$ cat src/sv/jads_pkg.sv
`timescale 1ns / 1ps
`default_nettype none

package jads_pkg;

  localparam int DATA_W    = 16;
  localparam int DELTA_W   = 8;
  localparam int CFG_IDX_W = 3;
  localparam int DIV_CNT_W = $clog2(DATA_W);

  // register slot within one stick's group of four
  localparam logic [1:0] REG_X_MIN = 2'd0;
  localparam logic [1:0] REG_X_MAX = 2'd1;
  localparam logic [1:0] REG_Y_MIN = 2'd2;
  localparam logic [1:0] REG_Y_MAX = 2'd3;

  localparam logic AXIS_X = 1'b0;
  localparam logic AXIS_Y = 1'b1;

  // floor(r / 3) == (r * RECIP3) >> RECIP3_SHIFT for every 16-bit r
  localparam logic [31:0] RECIP3       = 32'd43691;
  localparam int          RECIP3_SHIFT = 17;

  localparam logic [6:0] SAT_MAG = 7'd127;

  typedef enum logic [2:0] {
    DV_IDLE,
    DV_LOAD,
    DV_EDGE,
    DV_DIV_LO,
    DV_DIV_HI
  } dv_state_t;

endpackage

`default_nettype wire

$ cat src/sv/jads_div.sv
`timescale 1ns / 1ps
`default_nettype none

module jads_div (
  input  wire logic                          clk,
  input  wire logic                          rst_n,
  input  wire logic                          start,
  input  wire logic [jads_pkg::DATA_W-1:0]   dividend,
  input  wire logic [jads_pkg::DATA_W-1:0]   divisor,
  output logic                               busy,
  output logic                               done,
  output logic [jads_pkg::DATA_W-1:0]        quotient
);

  localparam int W = jads_pkg::DATA_W;

  logic                           busy_r, busy_nxt;
  logic                           done_r, done_nxt;
  logic [jads_pkg::DIV_CNT_W-1:0] cnt_r, cnt_nxt;
  logic [W-1:0]                   rem_r, rem_nxt;
  logic [W-1:0]                   quo_r, quo_nxt;
  logic [W-1:0]                   dv_r;
  logic                           zero_r;
  logic [W:0]                     trial;
  logic                           ge;

  assign trial = {rem_r, quo_r[W-1]};
  assign ge    = trial >= {1'b0, dv_r};

  always_comb begin
    busy_nxt = busy_r;
    done_nxt = 1'b0;
    cnt_nxt  = cnt_r;
    rem_nxt  = rem_r;
    quo_nxt  = quo_r;
    if (start) begin
      busy_nxt = 1'b1;
      cnt_nxt  = '0;
      rem_nxt  = '0;
      quo_nxt  = dividend;
    end else if (busy_r) begin
      rem_nxt = ge ? W'(trial - {1'b0, dv_r}) : trial[W-1:0];
      quo_nxt = {quo_r[W-2:0], ge};
      cnt_nxt = cnt_r + 1'b1;
      if (cnt_r == jads_pkg::DIV_CNT_W'(W - 1)) begin
        busy_nxt = 1'b0;
        done_nxt = 1'b1;
      end
    end
  end

  always_ff @(posedge clk) begin
    if (!rst_n) begin
      busy_r <= 1'b0;
      done_r <= 1'b0;
      cnt_r  <= '0;
    end else begin
      busy_r <= busy_nxt;
      done_r <= done_nxt;
      cnt_r  <= cnt_nxt;
    end
  end

  always_ff @(posedge clk) begin
    rem_r <= rem_nxt;
    quo_r <= quo_nxt;
    if (start) begin
      dv_r   <= divisor;
      zero_r <= divisor == '0;
    end
  end

  assign busy     = busy_r;
  assign done     = done_r;
  assign quotient = zero_r ? '0 : quo_r;

endmodule

`default_nettype wire

$ cat src/sv/jads_axis.sv
`timescale 1ns / 1ps
`default_nettype none

module jads_axis #(
  parameter int SCALE_SHIFT = 8
) (
  input  wire logic [jads_pkg::DATA_W-1:0]         v,
  input  wire logic [jads_pkg::DATA_W-1:0]         mn,
  input  wire logic [jads_pkg::DATA_W-1:0]         mx,
  input  wire logic [jads_pkg::DATA_W-1:0]         lo,
  input  wire logic [jads_pkg::DATA_W-1:0]         hi,
  input  wire logic [jads_pkg::DATA_W-1:0]         glo,
  input  wire logic [jads_pkg::DATA_W-1:0]         ghi,
  output logic signed [jads_pkg::DELTA_W-1:0]      delta
);

  localparam int W = jads_pkg::DATA_W;

  logic           below, above;
  logic [W-1:0]   c_lo, c_hi, d_lo, d_hi, gap, gain;
  logic [2*W-1:0] prod, prod_sh;
  logic [6:0]     mag;
  logic [7:0]     mag8;

  assign below = v < lo;
  assign above = v > hi;
  assign c_lo  = (v < mn) ? mn : v;
  assign c_hi  = (v > mx) ? mx : v;
  assign d_lo  = lo - c_lo;
  assign d_hi  = c_hi - hi;
  assign gap   = below ? d_lo : d_hi;
  assign gain  = below ? glo : ghi;

  assign prod    = {{W{1'b0}}, gap} * {{W{1'b0}}, gain};
  assign prod_sh = prod >> SCALE_SHIFT;
  assign mag     = (prod_sh > (2*W)'(jads_pkg::SAT_MAG)) ? jads_pkg::SAT_MAG : prod_sh[6:0];
  assign mag8    = {1'b0, mag};

  always_comb begin
    priority if (below) begin
      delta = $signed(8'(8'd0 - mag8));
    end else if (above) begin
      delta = $signed(mag8);
    end else begin
      delta = '0;
    end
  end

endmodule

`default_nettype wire

$ cat src/sv/joystick_axis_deadzone_scaler_top.sv
// Dead-band scaler for up to two analogue joysticks. Each input item selects
// a stick (in_tuser) and carries raw X and Y counts; each yields one result item
// with signed X and Y deltas in -127..127 and a fault flag (out_tuser) that is
// set when any side of the selected stick's dead band has zero width. Items
// are taken one per clock unless a result waits or a derivation runs, and
// pass an input register, then a result register; a result that waits holds
// off the input until it is taken. Band edges and per-side gains are held in
// registers and worked out from the limits by a sequencer around a 16-step
// shift-subtract divider, per stick after a limit write to it and for both
// sticks after reset, in_tready low; configuration writes are taken as ever.
`timescale 1ns / 1ps
`default_nettype none

module joystick_axis_deadzone_scaler_top #(
  parameter int SCALE_MAX   = 32768,
  parameter int SCALE_SHIFT = 8,
  parameter int NUM_STICKS  = 2
) (
  input  wire logic                             clk,
  input  wire logic                             rst_n,
  input  wire logic                             in_tvalid,
  output logic                                  in_tready,
  input  wire logic [31:0]                      in_tdata,   // raw_x, raw_y
  input  wire logic [0:0]                       in_tuser,   // stick_select
  output logic                                  out_tvalid,
  input  wire logic                             out_tready,
  output logic [15:0]                           out_tdata,  // delta_x, delta_y
  output logic [0:0]                            out_tuser,  // scale_fault
  input  wire logic                             cfg_we,
  input  wire logic [jads_pkg::CFG_IDX_W-1:0]   cfg_index,
  input  wire logic [jads_pkg::DATA_W-1:0]      cfg_wdata
);

  localparam int W = jads_pkg::DATA_W;

  // limits and derived band state
  logic [W-1:0] cfg_r [NUM_STICKS][4];
  logic [W-1:0] lo_r  [NUM_STICKS][2];
  logic [W-1:0] hi_r  [NUM_STICKS][2];
  logic [W-1:0] glo_r [NUM_STICKS][2];
  logic [W-1:0] ghi_r [NUM_STICKS][2];
  logic         flt_r [NUM_STICKS][2];

  logic [NUM_STICKS-1:0] dirty_r, dirty_nxt;
  jads_pkg::dv_state_t   dv_state_r, dv_state_nxt;
  logic                  ds_r, ds_nxt;
  logic                  da_r, da_nxt;
  logic [W-1:0]          r_r, third_r, wh_r;
  logic                  clr_dirty, load_en, edge_en, glo_we, ghi_we;
  logic                  div_start, div_busy, div_done;
  logic [W-1:0]          div_divisor, div_q;

  logic                  cfg_stick;
  logic                  cfg_ok;
  logic [W-1:0]          seq_mn, seq_mx, half, wl, wh;
  logic [31:0]           prod3;

  assign cfg_stick = cfg_index[2];
  assign cfg_ok    = cfg_we && (int'(cfg_stick) < NUM_STICKS);

  always_ff @(posedge clk) begin
    if (!rst_n) begin
      for (int i = 0; i < NUM_STICKS; i++) begin
        cfg_r[i][jads_pkg::REG_X_MIN] <= '0;
        cfg_r[i][jads_pkg::REG_X_MAX] <= '1;
        cfg_r[i][jads_pkg::REG_Y_MIN] <= '0;
        cfg_r[i][jads_pkg::REG_Y_MAX] <= '1;
      end
    end else if (cfg_ok) begin
      cfg_r[cfg_stick][cfg_index[1:0]] <= cfg_wdata;
    end
  end

  // derivation sequencer
  assign seq_mn = (da_r == jads_pkg::AXIS_Y) ? cfg_r[ds_r][jads_pkg::REG_Y_MIN]
                                            : cfg_r[ds_r][jads_pkg::REG_X_MIN];
  assign seq_mx = (da_r == jads_pkg::AXIS_Y) ? cfg_r[ds_r][jads_pkg::REG_Y_MAX]
                                            : cfg_r[ds_r][jads_pkg::REG_X_MAX];
  assign prod3  = {16'b0, W'(seq_mx - seq_mn)} * jads_pkg::RECIP3;
  assign half   = r_r >> 1;
  assign wl     = half - third_r;
  assign wh     = r_r - half - third_r;

  always_comb begin
    dv_state_nxt = dv_state_r;
    ds_nxt       = ds_r;
    da_nxt       = da_r;
    clr_dirty    = 1'b0;
    load_en      = 1'b0;
    edge_en      = 1'b0;
    glo_we       = 1'b0;
    ghi_we       = 1'b0;
    div_start    = 1'b0;
    div_divisor  = wl;
    unique case (dv_state_r)
      jads_pkg::DV_IDLE: begin
        if (|dirty_r) begin
          ds_nxt       = !dirty_r[0];
          da_nxt       = jads_pkg::AXIS_X;
          clr_dirty    = 1'b1;
          dv_state_nxt = jads_pkg::DV_LOAD;
        end
      end
      jads_pkg::DV_LOAD: begin
        load_en      = 1'b1;
        dv_state_nxt = jads_pkg::DV_EDGE;
      end
      jads_pkg::DV_EDGE: begin
        edge_en      = 1'b1;
        div_start    = 1'b1;
        div_divisor  = wl;
        dv_state_nxt = jads_pkg::DV_DIV_LO;
      end
      jads_pkg::DV_DIV_LO: begin
        if (div_done) begin
          glo_we       = 1'b1;
          div_start    = 1'b1;
          div_divisor  = wh_r;
          dv_state_nxt = jads_pkg::DV_DIV_HI;
        end
      end
      jads_pkg::DV_DIV_HI: begin
        if (div_done) begin
          ghi_we = 1'b1;
          if (da_r == jads_pkg::AXIS_X) begin
            da_nxt       = jads_pkg::AXIS_Y;
            dv_state_nxt = jads_pkg::DV_LOAD;
          end else begin
            dv_state_nxt = jads_pkg::DV_IDLE;
          end
        end
      end
      default: dv_state_nxt = jads_pkg::DV_IDLE;
    endcase
  end

  always_comb begin
    dirty_nxt = dirty_r;
    if (clr_dirty) begin
      dirty_nxt[ds_nxt] = 1'b0;
    end
    if (cfg_ok) begin
      dirty_nxt[cfg_stick] = 1'b1;
    end
  end

  always_ff @(posedge clk) begin
    if (!rst_n) begin
      dv_state_r <= jads_pkg::DV_IDLE;
      dirty_r    <= '1;
      ds_r       <= 1'b0;
      da_r       <= jads_pkg::AXIS_X;
    end else begin
      dv_state_r <= dv_state_nxt;
      dirty_r    <= dirty_nxt;
      ds_r       <= ds_nxt;
      da_r       <= da_nxt;
    end
  end

  always_ff @(posedge clk) begin
    if (load_en) begin
      r_r     <= seq_mx - seq_mn;
      third_r <= W'(prod3 >> jads_pkg::RECIP3_SHIFT);
    end
    if (edge_en) begin
      lo_r[ds_r][da_r]  <= wl + seq_mn;
      hi_r[ds_r][da_r]  <= half + third_r + seq_mn;
      flt_r[ds_r][da_r] <= (wl == '0) || (wh == '0);
      wh_r              <= wh;
    end
    if (glo_we) begin
      glo_r[ds_r][da_r] <= div_q;
    end
    if (ghi_we) begin
      ghi_r[ds_r][da_r] <= div_q;
    end
  end

  jads_div u_div (
    .clk      (clk),
    .rst_n    (rst_n),
    .start    (div_start),
    .dividend (W'(SCALE_MAX)),
    .divisor  (div_divisor),
    .busy     (div_busy),
    .done     (div_done),
    .quotient (div_q)
  );

  // item path
  logic         adv, in_fire, derive_idle;
  logic         s1_vld_r;
  logic         s1_stick_r;
  logic [W-1:0] s1_x_r, s1_y_r;
  logic         out_vld_r;
  logic [15:0]  out_data_r;
  logic         out_flt_r;
  logic         stick_ok, st;
  logic signed [jads_pkg::DELTA_W-1:0] dx, dy;

  assign derive_idle = (dv_state_r == jads_pkg::DV_IDLE) && !(|dirty_r);
  assign adv         = !out_vld_r || out_tready;
  assign in_tready   = adv && derive_idle;
  assign in_fire     = in_tvalid && in_tready;

  assign stick_ok = int'(s1_stick_r) < NUM_STICKS;
  assign st       = stick_ok ? s1_stick_r : 1'b0;

  jads_axis #(.SCALE_SHIFT(SCALE_SHIFT)) u_axis_x (
    .v     (s1_x_r),
    .mn    (cfg_r[st][jads_pkg::REG_X_MIN]),
    .mx    (cfg_r[st][jads_pkg::REG_X_MAX]),
    .lo    (lo_r[st][jads_pkg::AXIS_X]),
    .hi    (hi_r[st][jads_pkg::AXIS_X]),
    .glo   (glo_r[st][jads_pkg::AXIS_X]),
    .ghi   (ghi_r[st][jads_pkg::AXIS_X]),
    .delta (dx)
  );

  jads_axis #(.SCALE_SHIFT(SCALE_SHIFT)) u_axis_y (
    .v     (s1_y_r),
    .mn    (cfg_r[st][jads_pkg::REG_Y_MIN]),
    .mx    (cfg_r[st][jads_pkg::REG_Y_MAX]),
    .lo    (lo_r[st][jads_pkg::AXIS_Y]),
    .hi    (hi_r[st][jads_pkg::AXIS_Y]),
    .glo   (glo_r[st][jads_pkg::AXIS_Y]),
    .ghi   (ghi_r[st][jads_pkg::AXIS_Y]),
    .delta (dy)
  );

  always_ff @(posedge clk) begin
    if (!rst_n) begin
      s1_vld_r  <= 1'b0;
      out_vld_r <= 1'b0;
    end else if (adv) begin
      s1_vld_r  <= in_fire;
      out_vld_r <= s1_vld_r;
    end
  end

  always_ff @(posedge clk) begin
    if (in_fire) begin
      s1_stick_r <= in_tuser[0];
      s1_x_r     <= in_tdata[15:0];
      s1_y_r     <= in_tdata[31:16];
    end
    if (adv && s1_vld_r) begin
      out_data_r <= stick_ok ? {dy, dx} : '0;
      out_flt_r  <= stick_ok && (flt_r[st][jads_pkg::AXIS_X] || flt_r[st][jads_pkg::AXIS_Y]);
    end
  end

  assign out_tvalid = out_vld_r;
  assign out_tdata  = out_data_r;
  assign out_tuser  = out_flt_r;

  a_no_take_while_deriving: assert property (@(posedge clk) disable iff (!rst_n)
    (dv_state_r != jads_pkg::DV_IDLE) |-> !in_tready)
    else $error("item taken while band state is being derived");

  a_in_to_stage: assert property (@(posedge clk) disable iff (!rst_n)
    in_fire |=> s1_vld_r)
    else $error("accepted item lost before the input register");

  a_stage_to_out: assert property (@(posedge clk) disable iff (!rst_n)
    (s1_vld_r && adv) |=> out_vld_r)
    else $error("item dropped between input and result register");

  a_div_running: assert property (@(posedge clk) disable iff (!rst_n)
    (dv_state_r == jads_pkg::DV_DIV_LO || dv_state_r == jads_pkg::DV_DIV_HI)
      |-> (div_busy || div_done))
    else $error("sequencer waits on an idle divider");

endmodule

`default_nettype wire

$ cat config.mk
export PLATFORM = sky130hd
export DESIGN_NAME = joystick_axis_deadzone_scaler_top
export DESIGN_NICKNAME = d
export VERILOG_FILES = /design/src/sv/jads_pkg.sv /design/src/sv/jads_div.sv /design/src/sv/jads_axis.sv /design/src/sv/joystick_axis_deadzone_scaler_top.sv
export SDC_FILE = /design/constraint.sdc
export NUM_CORES = 2
export LEC_CHECK = 0
export ABC_CLOCK_PERIOD_IN_PS = 18900
export BUFFER_PORTS_ARGS = -buffer_cell sky130_fd_sc_hd__buf_4
export CORE_ASPECT_RATIO = 1.25
export CORE_MARGIN = 2
export CORE_UTILIZATION = 35
export DETAILED_ROUTE_END_ITERATION = 16
export GPL_TIMING_DRIVEN = 0
export SYNTH_ARGS = -nofsm -noshare
export SYNTH_HDL_FRONTEND = slang
export SYNTH_SLANG_ARGS = --single-unit
$ cat constraint.sdc
create_clock -name clk -period 18.9 [get_ports clk]
set_input_delay 3.78 -clock clk [delete_from_list [all_inputs] [get_ports clk]]
set_output_delay 3.78 -clock clk [all_outputs]
set_load 0.005 [all_outputs]
### Word level (Yosys, flattened, before mapping)

Memories as Yosys holds them, arrays and structs flattened. A register that Yosys moved wholly into a read port is not among the register bits.
Cells that the tools add are included.

| word-level totals | value |
|---|---|
| word-level logic and storage cells | 179 |
| bits of input ports | 57 |
| bits in read-only memories | 0 |
| RAM bits | 388 |
| output and inout bits | 19 |
| latch bits | 0 |
| memories kept | 6 |
| flip-flop bits (word level) | 161 |

Memory list:

| memory | words | bits a word | read ports | clocked after Yosys merged registers in | wr ports | line | source |
|---|---|---|---|---|---|---|---|
| cfg_r | 2 | 64 | 2 | 2 | 2 | joystick_axis_deadzone_scaler_top.sv:37 | `logic [W-1:0] cfg_r [NUM_STICKS][4];` |
| ghi_r | 2 | 32 | 1 | 1 | 1 | joystick_axis_deadzone_scaler_top.sv:41 | `logic [W-1:0] ghi_r [NUM_STICKS][2];` |
| glo_r | 2 | 32 | 1 | 1 | 1 | joystick_axis_deadzone_scaler_top.sv:40 | `logic [W-1:0] glo_r [NUM_STICKS][2];` |
| hi_r | 2 | 32 | 1 | 1 | 1 | joystick_axis_deadzone_scaler_top.sv:39 | `logic [W-1:0] hi_r [NUM_STICKS][2];` |
| lo_r | 2 | 32 | 1 | 1 | 1 | joystick_axis_deadzone_scaler_top.sv:38 | `logic [W-1:0] lo_r [NUM_STICKS][2];` |
| flt_r | 2 | 2 | 1 | 1 | 1 | joystick_axis_deadzone_scaler_top.sv:42 | `logic flt_r [NUM_STICKS][2];` |

| operators by class | value |
|---|---|
| order comparisons | 19 |
| multiplexer cells | 75 |
| multipliers | 3 |
| reduce and logical (&&, ||, !) cells | 25 |
| add/subtract/negate cells | 15 |
| shift operators | 0 |
| bitwise logic cells | 7 |
| div/mod/pow operators | 0 |
| equality and inequality tests | 8 |

Operators with widths:

| cell | count |
|---|---|
| 16-bit two-way mux | 16 |
| 64-bit two-way mux | 3 |
| 32-bit two-way mux | 3 |
| 16-bit subtractor | 6 |
| 16-bit greater-than comparator | 4 |
| 16-bit less-than comparator | 4 |
| 16-bit by 16-bit multiplier with 32-bit output | 2 |
| 64-bit OR reduction | 1 |
| 24-bit by 7-bit greater-than comparator with 1-bit output, second input constant | 2 |
| 16-bit logical NOT | 3 |
| 1-bit two-way mux | 33 |
| 16-bit adder | 2 |
| 16-bit demux with 2-bit select | 1 |
| 16-bit by 16-bit multiplier with 32-bit output, second input constant | 1 |
| 16-bit by 15-bit subtractor with 16-bit output | 2 |
| 7-bit two-way mux | 4 |
| 17-bit by 16-bit greater-or-equal comparator with 1-bit output | 1 |
| 15-bit by 15-bit adder with 16-bit output | 1 |
| 16-bit demux with 1-bit select | 1 |
| 8-bit two-way mux | 2 |
| 1-bit by 7-bit subtractor with 8-bit output, first input constant | 2 |
| 15-bit by 15-bit subtractor with 16-bit output | 1 |
| 3-bit case mux with 5 select lines | 1 |
| 3-bit two-way mux | 3 |
| 29 further kinds | 53 |

### Depth between registers and ports, before layout

| logic depth | value |
|---|---|
| depth in word-level cells | 12 |
| mapped depth | 64 |
| depth with buffers taken out | 57 |

### Hierarchy

From an unflattened synthesis, not the netlist that was laid out.

| second synthesis, totals | value |
|---|---|
| cell total of the unflattened synthesis | 5529 |
| area total of the unflattened synthesis | 55894.9 sq um |

Modules (own cells, without submodules):

| module | seq. area each (sq um) | times used | area an instance (sq um) | cells each |
|---|---|---|---|---|
| joystick_axis_deadzone_scaler_top | 14664.1 | 1 | 27664.0 | 2013 |
| jads_axis at u_axis_x | 0.0 | 1 | 12545.8 | 1617 |
| jads_axis at u_axis_y | 0.0 | 1 | 12414.4 | 1579 |
| jads_div | 1431.4 | 1 | 3270.6 | 320 |

### Worst setup path before layout

OpenSTA, ideal clock, no wires.

| path | value |
|---|---|
| path kind | reg-to-reg |
| start point | register with a tool-made name |
| end point | register out_data_r[9], in the netlist out_tdata[9], data pin |
| required time | 18.638 ns |
| slack | 5.791 ns |
| buffers on the path | 10 |
| arrival time | 12.846 ns |
| cell stages (with the launch flop) | 61 |
| library setup time | 0.262 ns |
| period minus slack after synthesis | 13.109 ns |
| cell sequence | dfxtp_1 -> buf_6 -> buf_2 -> buf_1 -> clkbuf_1 -> clkbuf_1 -> clkbuf_1 -> mux2i_1 -> ha_1 -> nand3_1 -> o22ai_1 -> o21a_1 -> o21a_1 -> o21a_1 -> o21ai_0 -> nand2b_1 -> a21oi_1 -> a31oi_1 -> [... 25 more ...] -> inv_1 -> fa_1 -> inv_1 -> ha_1 -> inv_1 -> a222oi_1 -> o211ai_1 -> nor4_1 -> o21ai_0 -> a311o_1 -> a211oi_1 -> nor4b_1 -> nand3_1 -> nor3b_2 -> nand2_1 -> buf_2 -> nor2_1 -> o22ai_1 |

RTL lines:

| what | line | source |
|---|---|---|
| end signal, assigned | joystick_axis_deadzone_scaler_top.sv:249 | `out_data_r <= stick_ok ? {dy, dx} : '0;` |
| end, declared | joystick_axis_deadzone_scaler_top.sv:197 | `logic [15:0] out_data_r;` |

==> impl.org <==
** Job
- Max-cap violations in this run came to 0.

** Synthesis
- Mean Syn Cell Area :: 10.1 um^2
- The most used flip-flop cell after synthesis is sky130_fd_sc_hd__edfxtp_1.
- Area of the mapped netlist :: approximately 53000 um^2
- The synthesized design contains 547 register bits.
- Cells after Synth :: between 5000 and 6000
- The netlist uses 95 different library cells.
- Share of flip-flops with an asynchronous set or reset :: 0%
- Net count after synthesis :: 6437
- The synthesized design contains 498 enable-type register cells.
- Total number of yosys warnings :: 0
- Fraction of the yosys area taken by sequential cells :: a little under a third

** Placed design
- During placement, the flow inserted port buffers numbering 75.
- The wire-length estimate of the detail-placed layout is 133000 um.
- Once placement finished, the instance area stood at around 57000 um^2.
- Before CTS, the worst setup slack after placement is -168 ps.
- Cell count after placement :: approximately 7400
- The congestion estimate from routability-driven global placement came to roughly 0.96.

** Clock tree
- Root Buffer :: sky130_fd_sc_hd__clkbuf_16
- Clock buffer count from CTS :: between 60 and 70
- CTS clk-pin slew, worst paths :: 60 ps
- TritonCTS clock tree :: built
- CTS H-tree lvls :: 2
- Longest Clk Path Bufs :: 3
- Clock latency on the worst-skew pair, taken at its later pin, is approximately 700 ps.
- Clock sink count :: 547

** Route
- Via count :: 38300
- The first detailed-routing pass took 6 iterations.
- Number of DRC violations after detailed routing :: 0
- The detail route stage leaves a number of antenna-violating nets equal to 0.
- Vias per cell :: just over 5
- Wires add up to approximately 160000 um.
- Dividing the detail-routed wire length by the instance count gives 21.2 um.
- Detailed Route Iter0 Violations :: approximately 2700

** Timing
- In the finished design, the share of the clock period the worst path needs comes to a little over 90%.
- Worst Tran Pin Value :: 1250 ps
- Count of final setup violators :: 0
- Relative slew slack :: between 10% and 20%
- Shortest period the worst path allows :: around 18000 ps
- On the final layout, the worst clock skew is around 35 ps.
- Setup WS post-layout :: around 1400 ps
- Based on the critical path, the design can be clocked at up to about 57 MHz.
- Number of pins exceeding their max-slew limit in the final report :: 0
- Setup repair after global routing left no endpoint under its margin.
- Count of final hold-check violations :: 0

** GRT
- The number of global-route vias before repair was 39600.
- Global routing consumed, over all layers together, between 20% and 30% of the routing resources.
- Antenna violations before repair :: 6
- Final global-route overflow total :: 0
- The first global-routing pass estimated approximately 240000 um of wire.
- Entering global routing, the biggest net connects 33 pins.

** Die
- Standard-cell row count :: 159
- Die Outline Area :: 155000 um^2
- Initial cell density of the core :: a little over a third
- The die is around 440 um tall.
- The die is between 300 and 400 um wide.
- In this run the standard cell core region covers 150000 um^2.
- 76 I/O pins were placed.

** Worst setup path
- At the worst endpoint, the required time is 19270 ps.
- In this run the worst path has a maximum fanout of 28.
- Data on the critical path arrives at its endpoint at about 18000 ps.
- CP Capture Type :: flip-flop
- STA classifies the critical path startpoint as a flip-flop.
- In this design, the stage delay of the slowest critical-path cell is about 850 ps.
- Crit Path Category :: flip-flop to flip-flop
- On the critical path, the stage with the largest delay is an instance of sky130_fd_sc_hd__buf_2.
- Crit-path most repeated cell :: sky130_fd_sc_hd__o21ai_0

** Cells and area
- In the final layout, the share of cells above drive strength 1 is slightly above 6%.
- Sequential cell area :: 15900 um^2
- In the final layout, the multi-input gates occupy 33500 um^2.
- Post-route design area :: around 59000 um^2
- The filler cells instantiated in the layout total roughly 15000.
- Antenna diode count :: 0
- Post-Layout Cell Count :: between 7000 and 8000
- Final net count :: between 6000 and 7000
- Area added between synthesis and finish :: 10.4%

** Hold path
- The min-delay analysis places its worst path in the category flip-flop to flip-flop.

** Outcome
- The run finished with clean final reports.
## cells by family after synthesis
| group | after synthesis | share of synthesized area, % |
|---|---|---|
| flip-flops | 547 | 30.0 |
| XOR/XNOR | 154 | 2.57 |
| AO/OA/AOI/OAI | 770 | 9.06 |
| adder cells (fa/ha/maj) | 1126 | 33.7 |
| buffers and inverters | 1001 | 7.09 |
| AND/OR/NAND/NOR | 1434 | 12.2 |
| multiplexers | 222 | 5.41 |
## cell usage after synthesis, types with 50 or more instances
master,count,share of area [%]
sky130_fd_sc_hd__inv_1,855,6.0
sky130_fd_sc_hd__nand2_1,530,3.7
sky130_fd_sc_hd__xnor2_1,111,1.8
sky130_fd_sc_hd__o21a_1,64,0.90
sky130_fd_sc_hd__and2_1,57,0.67
sky130_fd_sc_hd__o21ai_0,210,2.0
sky130_fd_sc_hd__a21o_1,76,1.1
sky130_fd_sc_hd__ha_1,619,15
sky130_fd_sc_hd__mux4_2,50,2.1
sky130_fd_sc_hd__nand2b_1,89,1.0
sky130_fd_sc_hd__mux2i_1,158,3.0
sky130_fd_sc_hd__edfxtp_1,498,28
sky130_fd_sc_hd__nor2_1,458,3.2
sky130_fd_sc_hd__nor2b_1,67,0.79
sky130_fd_sc_hd__clkbuf_1,119,0.84
sky130_fd_sc_hd__a21oi_1,206,1.9
sky130_fd_sc_hd__nand3_1,51,0.48
sky130_fd_sc_hd__fa_1,507,19
## layout make-up
cell class / instances / area share [%]
sequential: 547 / 27.2
clock inverter: 44 / 0.811
timing repair buffer: 94 / 1.44
tap: 2012 / 4.29
multi-input combinational: 3706 / 57.1
inverter: 857 / 5.49
buffer: 142 / 0.928
clock buffer: 72 / 2.74
## worst max-delay path, delay by kind of cell (launching register included)
| kind | cells | cell delay [ps] |
|---|---|---|
| adder cells (fa/ha/maj) | 9 | 4210 |
| AO/OA/AOI/OAI | 20 | 4020 |
| XOR/XNOR | 2 | 300 |
| AND/OR/NAND/NOR | 14 | 3060 |
| multiplexers | 2 | 1280 |
| flip-flops | 1 | 320 |
| buffers and inverters | 11 | 3980 |
## through the flow
step / utilization, % / setup TNS, ps / hold WS (ps)
2_1_floorplan: - / 0 / 448
3_3_place_gp: 37.4 / -831 / 455
3_5_place_dp: 37.6 / -813 / 464
4_1_cts: 39.0 / 0 / 484
5_1_grt: 39.0 / 0 / 499
6_report: 39.0 / 0 / 486
## state kept, by name (all words and copies together) (netlist names), 60 cells and up, named ones only
| register | flops |
|---|---|
| hi_r | 64 |
| lo_r | 60 |
| cfg_r | 128 |
| glo_r | 64 |
| ghi_r | 64 |
## layer usage
metal  GRT usage, %  share of wire [%]  routed length, um
met1           24.8                 40              63700
met5              0              0.032                 51
met3           1.96                4.7               7390
met2           36.4                 50              78600
met4           9.78                5.5               8710
## cell usage in the layout, fill, tap and decap left out, drive strengths merged, types with 7 or more instances in the layout
| cell type | instances |
|---|---|
| a211oi | 14 |
| a21boi | 38 |
| a21o | 76 |
| a21oi | 208 |
| a31oi | 10 |
| and2 | 57 |
| and3 | 10 |
| buf | 118 |
| bufinv | 8 |
| clkbuf | 190 |
| clkinv | 27 |
| dfxtp | 49 |
| edfxtp | 498 |
| fa | 507 |
| ha | 619 |
| inv | 863 |
| mux2 | 13 |
| mux2i | 159 |
| mux4 | 50 |
| nand2 | 530 |
| nand2b | 89 |
| nand3 | 51 |
| nand4 | 36 |
| nor2 | 458 |
| nor2b | 67 |
| nor3 | 50 |
| nor3b | 9 |
| nor4 | 9 |
| o211ai | 19 |
| o21a | 64 |
| o21ai | 235 |
| o21bai | 32 |
| o22ai | 12 |
| o31ai | 7 |
| or2 | 33 |
| or3 | 14 |
| or4 | 8 |
| xnor2 | 111 |
| xor2 | 42 |
## what timing repair did
| item | in CTS | in global routing |
|---|---|---|
| hold buffers | 0 | 0 |
| buffers inserted | 0 | 0 |
| endpoints found under the setup margin | 8 | 8 |
| gates resized for setup | 1 | 0 |
## worst paths after layout
path	from	endpoint	slack, ps	cells past startpoint
max	flip-flop	out_tdata[13]$_DFFE_PP_	1390	58
min	s1_stick_r$_DFFE_PP_	flip-flop	490	1
max reg2reg	flip-flop	out_tdata[13]$_DFFE_PP_	1390	58
min reg2reg	s1_stick_r$_DFFE_PP_	flip-flop	490	1
Power is not shown: default switching activity piles up to over one toggle a cycle in this logic, so the estimate is an artifact.
